==> src/design/lnw_pkg.sv <==
// shared types, constants and result tables of the lcd nibble writer
package lnw_pkg;

   localparam int unsigned MODE_W   = 2;
   localparam int unsigned WAIT_B_W = 15;
   localparam int unsigned WAIT_A_W = 17;
   localparam int unsigned STEP_W   = 4;

   // request modes
   localparam logic [MODE_W-1:0] MODE_INIT   = 2'd0;
   localparam logic [MODE_W-1:0] MODE_INSTR  = 2'd1;
   localparam logic [MODE_W-1:0] MODE_DATA   = 2'd2;
   localparam logic [MODE_W-1:0] MODE_CURSOR = 2'd3;

   // register select levels
   localparam logic RS_INSTR = 1'b0;
   localparam logic RS_DATA  = 1'b1;

   // sequence lengths, as last step index
   localparam logic [STEP_W-1:0] INIT_LAST_STEP = 4'd11;
   localparam logic [STEP_W-1:0] BYTE_LAST_STEP = 4'd1;
   localparam logic [STEP_W-1:0] INIT_FIRST_BYTE_STEP = 4'd4;

   // timing in cycles
   localparam logic [WAIT_B_W-1:0] WAIT_POWER_UP  = 15'd20000;
   localparam logic [WAIT_A_W-1:0] WAIT_FIRST_NIB = 17'd10000;
   localparam logic [WAIT_A_W-1:0] WAIT_INIT_NIB  = 17'd1000;
   localparam logic [WAIT_A_W-1:0] WAIT_SETTLE    = 17'd500;
   localparam logic [WAIT_A_W-1:0] WAIT_FINAL     = 17'd100500;

   // cursor address bases
   localparam logic [7:0] ROW0_BASE = 8'h80;
   localparam logic [7:0] ROW1_BASE = 8'hC0;

   // init nibbles and instructions
   localparam logic [3:0] INIT_NIB_WAKE = 4'h3;
   localparam logic [3:0] INIT_NIB_4BIT = 4'h2;
   localparam logic [7:0] INIT_INSTR [4] = '{8'h06, 8'h28, 8'h0C, 8'h01};

   localparam int unsigned LNW_QUEUE_DEPTH = 4;

   // one queued request after classification
   typedef struct packed {
      logic       is_init;
      logic [7:0] byte_val;
      logic       rs;
   } lnw_entry_type;

   // one nibble write
   typedef struct packed {
      logic [3:0]          nibble;
      logic                rs;
      logic [WAIT_B_W-1:0] wait_before;
      logic [WAIT_A_W-1:0] wait_after;
      logic                last;
   } lnw_rsp_type;

   // nibble write of the power-on sequence at a given step
   function automatic lnw_rsp_type init_rsp(logic [STEP_W-1:0] step);
      lnw_rsp_type       r;
      logic [STEP_W-1:0] off;
      logic [7:0]        instr;
      r   = '0;
      off = step - INIT_FIRST_BYTE_STEP;
      instr = INIT_INSTR[off[2:1]];
      r.rs = RS_INSTR;
      if (step < INIT_FIRST_BYTE_STEP) begin
         r.nibble      = (step == 4'd3) ? INIT_NIB_4BIT : INIT_NIB_WAKE;
         r.wait_before = (step == 4'd0) ? WAIT_POWER_UP : '0;
         r.wait_after  = (step == 4'd0) ? WAIT_FIRST_NIB : WAIT_INIT_NIB;
      end else if (off[0]) begin
         r.nibble     = instr[3:0];
         r.wait_after = (step == INIT_LAST_STEP) ? WAIT_FINAL : WAIT_SETTLE;
         r.last       = (step == INIT_LAST_STEP);
      end else begin
         r.nibble = instr[7:4];
      end
      return r;
   endfunction

   // nibble write of a plain byte, high half first
   function automatic lnw_rsp_type byte_rsp(logic [7:0] b, logic rs, logic low_half);
      lnw_rsp_type r;
      r            = '0;
      r.rs         = rs;
      r.nibble     = low_half ? b[3:0] : b[7:4];
      r.wait_after = low_half ? WAIT_SETTLE : '0;
      r.last       = low_half;
      return r;
   endfunction

endpackage

==> src/design/lcd_4bit_nibble_writer.sv <==
// top level of the 4-bit character lcd nibble writer
//
//   channel   direction  handshake              payload
//   request   in         start && !busy         req_mode req_value req_row req_column
//   result    out        rsp_valid, one cycle   rsp_nibble rsp_reg_select rsp_wait_before
//                                               rsp_wait_after rsp_last
//
// the sequencer emits one nibble write per cycle while a request is queued: two for a
// byte request, twelve for init; with the sequencer idle an accepted request is first
// written into the queue, and its first result then into the result register.
// busy rises only while the request queue (QueueDepth entries) is full.
// reset is synchronous and clears the queue and the sequencer step.
// results cannot be stalled; each is shown for exactly one cycle.
module lcd_4bit_nibble_writer
   import lnw_pkg::*;
#(
   parameter int unsigned QueueDepth = LNW_QUEUE_DEPTH
) (
   input  logic                clock,
   input  logic                reset,
   input  logic                start,
   output logic                busy,
   input  logic [MODE_W-1:0]   req_mode,
   input  logic [7:0]          req_value,
   input  logic                req_row,
   input  logic [5:0]          req_column,
   output logic                rsp_valid,
   output logic [3:0]          rsp_nibble,
   output logic                rsp_reg_select,
   output logic [WAIT_B_W-1:0] rsp_wait_before,
   output logic [WAIT_A_W-1:0] rsp_wait_after,
   output logic                rsp_last
);

   lnw_entry_type entry;
   lnw_entry_type head;
   lnw_rsp_type   rsp;
   logic          empty;
   logic          full;
   logic          pop;
   logic          push;

   assign busy = full;
   assign push = start && !full;

   // classify request
   lnw_front u_front (
      .req_mode   (req_mode),
      .req_value  (req_value),
      .req_row    (req_row),
      .req_column (req_column),
      .entry      (entry)
   );

   // decoupling queue
   lnw_queue #(
      .QueueDepth (QueueDepth)
   ) u_queue (
      .clock      (clock),
      .reset      (reset),
      .push       (push),
      .push_entry (entry),
      .pop        (pop),
      .head       (head),
      .empty      (empty),
      .full       (full)
   );

   // nibble sequencer
   lnw_back u_back (
      .clock     (clock),
      .reset     (reset),
      .head      (head),
      .empty     (empty),
      .pop       (pop),
      .rsp_valid (rsp_valid),
      .rsp       (rsp)
   );

   assign rsp_nibble      = rsp.nibble;
   assign rsp_reg_select  = rsp.rs;
   assign rsp_wait_before = rsp.wait_before;
   assign rsp_wait_after  = rsp.wait_after;
   assign rsp_last        = rsp.last;

endmodule

==> src/design/lnw_front.sv <==
// request classifier: maps each request onto a queue entry
module lnw_front
   import lnw_pkg::*;
(
   input  logic [MODE_W-1:0] req_mode,
   input  logic [7:0]        req_value,
   input  logic              req_row,
   input  logic [5:0]        req_column,
   output lnw_entry_type     entry
);

   // choose sequence kind, byte and register select
   always_comb begin
      entry = '0;
      unique case (req_mode)
         MODE_INIT: begin
            entry.is_init = 1'b1;
            entry.rs      = RS_INSTR;
         end
         MODE_INSTR: begin
            entry.byte_val = req_value;
            entry.rs       = RS_INSTR;
         end
         MODE_DATA: begin
            entry.byte_val = req_value;
            entry.rs       = RS_DATA;
         end
         MODE_CURSOR: begin
            entry.byte_val = {2'b00, req_column} | (req_row ? ROW1_BASE : ROW0_BASE);
            entry.rs       = RS_INSTR;
         end
         default: entry = '0;
      endcase
   end

endmodule

==> src/design/lnw_queue.sv <==
// small request queue between classifier and sequencer
module lnw_queue
   import lnw_pkg::*;
#(
   parameter int unsigned QueueDepth = LNW_QUEUE_DEPTH
) (
   input  logic          clock,
   input  logic          reset,
   input  logic          push,
   input  lnw_entry_type push_entry,
   input  logic          pop,
   output lnw_entry_type head,
   output logic          empty,
   output logic          full
);

   localparam int unsigned PtrW = $clog2(QueueDepth);
   localparam int unsigned CntW = $clog2(QueueDepth + 1);
   localparam logic [PtrW-1:0] LastPtr = PtrW'(QueueDepth - 1);

   lnw_entry_type       slot_ff [QueueDepth];
   logic [PtrW-1:0]     wr_ptr_ff, wr_ptr_in;
   logic [PtrW-1:0]     rd_ptr_ff, rd_ptr_in;
   logic [CntW-1:0]     count_ff, count_in;

   assign empty = (count_ff == '0);
   assign full  = (count_ff == CntW'(QueueDepth));
   assign head  = slot_ff[rd_ptr_ff];

   // pointer and fill count update, pointers wrap at the last slot
   always_comb begin
      wr_ptr_in = wr_ptr_ff;
      rd_ptr_in = rd_ptr_ff;
      if (push) begin
         wr_ptr_in = (wr_ptr_ff == LastPtr) ? '0 : wr_ptr_ff + 1'b1;
      end
      if (pop) begin
         rd_ptr_in = (rd_ptr_ff == LastPtr) ? '0 : rd_ptr_ff + 1'b1;
      end
      count_in  = count_ff;
      if (push && !pop) begin
         count_in = count_ff + 1'b1;
      end else if (pop && !push) begin
         count_in = count_ff - 1'b1;
      end
   end

   always_ff @(posedge clock) begin
      if (reset) begin
         wr_ptr_ff <= '0;
         rd_ptr_ff <= '0;
         count_ff  <= '0;
      end else begin
         wr_ptr_ff <= wr_ptr_in;
         rd_ptr_ff <= rd_ptr_in;
         count_ff  <= count_in;
      end
   end

   // entry storage
   always_ff @(posedge clock) begin
      if (push) begin
         slot_ff[wr_ptr_ff] <= push_entry;
      end
   end

endmodule

==> src/design/lnw_back.sv <==
// nibble sequencer: walks the head entry one nibble write per cycle
module lnw_back
   import lnw_pkg::*;
(
   input  logic          clock,
   input  logic          reset,
   input  lnw_entry_type head,
   input  logic          empty,
   output logic          pop,
   output logic          rsp_valid,
   output lnw_rsp_type   rsp
);

   logic [STEP_W-1:0] step_ff, step_in;
   logic              valid_ff, valid_in;
   lnw_rsp_type       rsp_ff, rsp_in;
   logic              final_step;

   assign final_step = head.is_init ? (step_ff == INIT_LAST_STEP)
                                    : (step_ff == BYTE_LAST_STEP);

   // next nibble write and step
   always_comb begin
      pop      = !empty && final_step;
      valid_in = !empty;
      rsp_in   = head.is_init ? init_rsp(step_ff)
                              : byte_rsp(head.byte_val, head.rs, step_ff[0]);
      step_in  = step_ff;
      if (!empty) begin
         step_in = final_step ? '0 : step_ff + 1'b1;
      end
   end

   always_ff @(posedge clock) begin
      if (reset) begin
         step_ff  <= '0;
         valid_ff <= 1'b0;
      end else begin
         step_ff  <= step_in;
         valid_ff <= valid_in;
      end
   end

   // result register
   always_ff @(posedge clock) begin
      rsp_ff <= rsp_in;
   end

   assign rsp_valid = valid_ff;
   assign rsp       = rsp_ff;

endmodule

==> config.mk <==
export PLATFORM = sky130hd
export DESIGN_NAME = lcd_4bit_nibble_writer
export DESIGN_NICKNAME = d
export VERILOG_FILES = /design/src/design/lnw_pkg.sv /design/src/design/lcd_4bit_nibble_writer.sv /design/src/design/lnw_front.sv /design/src/design/lnw_queue.sv /design/src/design/lnw_back.sv
export SDC_FILE = /design/constraint.sdc
export NUM_CORES = 1
export LEC_CHECK = 0
export BUFFER_PORTS_ARGS = -buffer_cell sky130_fd_sc_hd__buf_2
export CORE_ASPECT_RATIO = 0.9
export CORE_UTILIZATION = 55
export DETAILED_ROUTE_END_ITERATION = 16
export PLACE_DENSITY = 0.85
export SLEW_MARGIN = 0
export SYNTH_ARGS = -nofsm -noshare
export SYNTH_HDL_FRONTEND = slang
export SYNTH_HIERARCHICAL = 1
export SYNTH_SLANG_ARGS = --single-unit
==> constraint.sdc <==
create_clock -name clock -period 4.3 [get_ports clock]
set_clock_uncertainty 0.15 [all_clocks]
set_input_delay 1.29 -clock clock [delete_from_list [all_inputs] [get_ports clock]]
set_output_delay 1.29 -clock clock [all_outputs]
set_load 0.05 [all_outputs]
=== Word level (Yosys, flattened, before mapping) ===
Memory sizes are Yosys's and may differ from the RTL's. A register that Yosys moved wholly into a read port is not among the register bits.
Index checks and enable logic that the tools add are counted.

* $add $sub $neg: 6
* Mux-type cells: 30
* Equal/unequal tests: 9
* Reductions and logical operators: 15
* Bitwise operators: 2
* $lt $le $gt $ge: 2

{| class="wikitable"
|+ Operator list
! cell !! number
|-
| two-way mux 38 bit || 1
|-
| two-way mux 17 bit || 2
|-
| two-way mux 15 bit || 2
|-
| two-way mux 18 bit || 1
|-
| binary-select mux 8 bit (select 2 bit) || 1
|-
| two-way mux 4 bit || 4
|-
| two-way mux 8 bit || 2
|-
| one-hot mux 8 bit (2 select lines) || 1
|-
| two-way mux 14 bit || 1
|-
| two-way mux 9 bit || 1
|-
| == test 2 bit, second input constant || 4
|-
| two-way mux 2 bit || 4
|-
| bitwise OR 6 x 8 -> 8 bit || 1
|-
| two-way mux 7 bit || 1
|-
| two-way mux 1 bit || 6
|-
| two-way mux 3 bit || 2
|-
| adder 2 x 1 -> 2 bit, second input constant || 2
|-
| adder 4 x 1 -> 4 bit, second input constant || 1
|-
| == test 4 x 1 -> 1 bit, second input constant || 1
|-
| == test 4 x 2 -> 1 bit, second input constant || 1
|-
| == test 4 bit, second input constant || 1
|-
| logical AND 1 bit || 4
|-
| logical NOT 1 bit || 4
|-
| logical NOT 4 bit || 1
|-
| 15 further kinds || 15
|}

* Output and inout bits: 40
* Flip-flop bits (word level): 50
* Bits of input ports: 20
* Memories: 1
* RAM bits: 40

{| class="wikitable"
|+ Memory list
! name !! words !! width !! rd ports !! clocked after Yosys merged registers in !! write ports !! line !! text
|-
| u_queue.slot_ff || 4 || 10 || 1 || 1 || 1 || lnw_queue.sv:21 || <nowiki>lnw_entry_type slot_ff [QueueDepth];</nowiki>
|}

=== Longest topological paths before layout ===
* Depth after elaboration: 8
* Depth in mapped cells: 12
* Mapped depth without buffers: 11

=== Hierarchy ===
The synthesis kept the hierarchy.

{| class="wikitable"
|+ Modules (own cells, without submodules)
! module !! seq. area each (um^2) !! area an instance (um^2) !! cells an instance !! instances
|-
| lnw_queue || 1,381.3 || 1,883.1 || 96 || 1
|-
| lnw_back || 440.4 || 1,019.7 || 100 || 1
|-
| lnw_front || 0.0 || 206.4 || 25 || 1
|-
| lcd_4bit_nibble_writer || 0.0 || 13.8 || 1 || 1
|}

=== Least setup slack after synthesis ===
Ideal clock, no wire load.

* Kind: reg2out
* Start: reg u_queue.count_ff[1]
* End: out busy
* Path buffers: 0
* Required time: 2.860 ns
* Cell stages (with the launch flop): 2
* Slack: 1.167 ns
* Arrival time: 1.693 ns
* Cells stage by stage: dfxtp_1 nor3b_1

* Word-level cells in the longest chain between the ends: 1

{| class="wikitable"
|+ RTL lines
! element !! line !! text
|-
| start, declared || lnw_queue.sv:24 || <nowiki>logic [CntW-1:0] count_ff, count_in;</nowiki>
|-
| start signal, assigned || lnw_queue.sv:56 || <nowiki>count_ff <= count_in;</nowiki>
|-
| == test 3 bit || lnw_queue.sv:27 || <nowiki>assign full = (count_ff == CntW'(QueueDepth));</nowiki>
|-
| end, declared || lcd_4bit_nibble_writer.sv:22 || <nowiki>output logic busy,</nowiki>
|}

Every way passes these cells.

==> results.md <==
* Critical path type: reg2reg
* Crit-path max FO at 12
* Worst Hold Depth at 2
* Vias in the first global route at 1,640
* I/O pin cnt at 60
* GRT Util Overall at 18.93%
* Static Leakage at 1.413 nW
* Max incr delay on CP at 0.65 ns
* Initial antenna violation count at 0
* Starting Density at 58.39%
* First-pass detailed-route iteration total at 4
* Period utilisation layout at 76.42%
* CP Launch Type: register
* DP HPWL at 3352 µm
* Die span in x at 81.43 µm
* Crit path buf inv count at 3
* Fraction of layout cells with a size suffix above 1 at 31.48%
* Async set-reset flop share out of synthesis at 0%
* Core footprint at 0.005349 mm²
* Worst Path Arrival at 3.41 ns
* Die ar. at 0.005984 mm²
* Worst-Skew Late Latency at 0.34 ns
* Count leader, synth: edfxtp_1
* Synthesis-stage register bit count at 71
* Crit-path cells: buf_4 > mux4_2 > or3b_4 > a211oi_4 > inv_1 > ha_1 > inv_1 > fa_1 > xor2_1 > or3_1 > a21oi_1
* DRC at 0
* Ys flop type: edfxtp_1
* Wire length per cell at 14.14 µm
* Worst vdd ir at 508.6 µV
* Clock Tree Root: clkbuf_8
* GP Congestion at 0.7583
* RSZ-0062 raised after global routing: no
* Area fraction of the dominant cell type after synthesis at 38.46%
* First-pass GRT wire length at 7962 µm
* Routed WL at 4764 µm
* Largest cells by area after synthesis: edfxtp_1 (38%), dfxtp_1 (20%), mux4_2 (7.2%)
* Post-cts hold buffer count at 0
* H-tree depth at 3
* # rows at 25
* Number of CTS-inserted buffers at 9
* Worst R2R Setup Slack at 1.01 ns
* Util after Layout at 65.15%
* Largest net degree at the start of global routing at 15
* Via-to-Cell Ratio at 5.006
* Post-synth EDFFs at 40
* Nets at 302
* Post-CTS Repair Setup Buffers at 0
* FMAX at 304.3 MHz
* Pin slew with the least headroom to its limit at 0.5642 ns
* Yosys top cell by area: edfxtp_1
* 1st-iter DRT viols at 67
* Area added between synthesis and finish at 11.58%
* CTS resizes at 0
* Antenna fix cells at 0
* Fin. Hold Viols at 0
* Seq/Total Area, Yosys at 58.33%
* Min Clock Period, post-route at 3.286 ns
* Hold Startpoint: u_queue/count_ff[2]
* Synth Area per Inst at 14.07 µm²
* Final instance area at 0.003485 mm²
* Largest delay share family, worst path: simple AND/OR/NAND/NOR gates
* # Max-Cap Violations at 0
* Vias at 1,687
* Cells after synthesis at 222
* Synth warnings at 6
* Clock Sinks at 71
* Syn Std Cell Area at 0.003123 mm²
* WHS Endpoint: u_queue/count_ff[2]
* Slowest library cell on the worst path: mux4_2
* PortBufs at 45
* Status: finished, final reports clean
* Reg-to-reg endpoint: u_queue/count_ff[2]
* Final antenna-violating net count at 0
* CTS clk-pin slew, worst paths at 0.07 ns
* Post-synth top cells: edfxtp_1 (40), dfxtp_1 (31), buf_4 (21), nor2_1 (20), ha_1 (16)
* Setup Viol. Count Final at 0
* TritonCTS clock tree: yes
* Distinct cells, synth at 41
* Most frequent cell on the critical path: inv_1
* Total grt overflow at 0
* CTS max path bufs at 2
* Max Transition Viols Final at 0
* Die H at 73.49 µm
* CP required at 4.42 ns
* Worst-case reg-to-reg path depth at 11
* Worst hold path class: reg2reg
* Dpl cell area at 0.003271 mm²
* Setup TNS Final at 0 ns
* Setup crit end kind: register
* Relative slew slack at 62.33%
* Pwr/cell area at 690.0 mW/mm²
-- how the worst max path moves through the flow --
stage | cells after the start | slack, ns | startpoint | end
after global placement | 11 | 1.09 | register | u_queue/count_ff[2]
after global routing | 11 | 0.82 | register | u_queue/count_ff[2]
after detailed placement | 11 | 1.01 | register | u_queue/count_ff[2]
after CTS | 11 | 0.99 | register | u_queue/count_ff[2]
after floorplan | 1 | 1.17 | u_queue/count_ff[1] | busy
final | 11 | 1.01 | register | u_queue/count_ff[2]
-- cells by family (layout without fill, tap and decap cells) --
kind of cell / after synthesis / after routing / synth area share, %
simple gates: 49 / 49 / 8.574
fa+ha+maj: 17 / 17 / 7.051
xor+xnor: 5 / 5 / 1.402
mux: 18 / 18 / 9.776
other cells: 1 / 14 / 0.1201
flops: 71 / 71 / 58.33
compound gates: 23 / 23 / 6.330
buf+inv: 38 / 73 / 8.413
-- state kept, by name (all words and copies together) (netlist names), named ones only --
name and cells:
u_queue/wr_ptr_ff 2, u_back/rsp_valid 1, u_queue/slot_ff 40, u_back/step_ff 4, u_queue/count_ff 3, u_back/rsp 17, u_queue/rd_ptr_ff 2
-- worst reg2reg max path, delay by kind of cell, from the launching register on --
family	cells	cell delay (ns)
xor gates and xnor gates	1	0.07
AOI/OAI and AO/OA	2	0.52
DFF	1	0.31
muxes	1	0.65
adders and majority gates	2	0.40
and+or+nand+nor	2	0.74
buffers and inverters	3	0.39
-- routing by layer --
metal	track usage (%)	wire length (µm)	part of all wire (%)
met5	0	0	0
met4	8.135	82	1.7
met3	7.081	260	5.5
met2	31.85	2359	50
met1	21.51	2062	43
-- power by group --
part	switching [W]	total, W	internal (W)
Combinational	0.000620	0.000897	0.000277
Clock	0.000234	0.000562	0.000328
Sequential	0.0000760	0.000945	0.000869
Total	0.000931	0.00240	0.00147
-- area by class of cell --
class                   count  area, µm²
well taps                  67      83.83
clock buffers              11      131.4
clock inverters             5      82.58
multi-input cells         126       1087
fillers                   394       1864
flip-flops and latches     71       1822
repair buffers             47      240.2
inverters                  10      37.54
-- through the flow --
stage	hold WS, ns	total power (W)	instances	worst slack [ns]
finish	0.3651	0.002404	337	1.014
global route	0.4093	0.002542	337	0.8201
CTS	0.3588	0.002424	337	0.9948
detailed placement	0.3479	0.001864	321	1.008
global placement	0.3379	0.001842	321	1.086
floorplan	0.3103	0.001728	235	1.167
-- cell usage in the layout, fill, tap and decap left out, types with 2 or more instances in the layout --
| cell type | instances |
|---|---|
| bufinv_16 | 2 |
| buf_4 | 2 |
| inv_1 | 9 |
| ha_1 | 16 |
| nand2_1 | 2 |
| mux4_2 | 10 |
| buf_2 | 45 |
| mux2i_1 | 8 |
| dfxtp_1 | 31 |
| clkbuf_1 | 2 |
| nor3b_1 | 2 |
| clkbuf_8 | 9 |
| nor2_1 | 20 |
| or3b_4 | 2 |
| and2_1 | 5 |
| edfxtp_1 | 40 |
| a21oi_1 | 7 |
| nor3_1 | 5 |
| nor2b_1 | 3 |
| xor2_1 | 4 |
| conb_1 | 14 |
| clkinv_4 | 2 |
| nand3_1 | 2 |
| a22oi_2 | 7 |
| o21ai_0 | 3 |
Note: power is estimated with default switching activity, not from simulation.
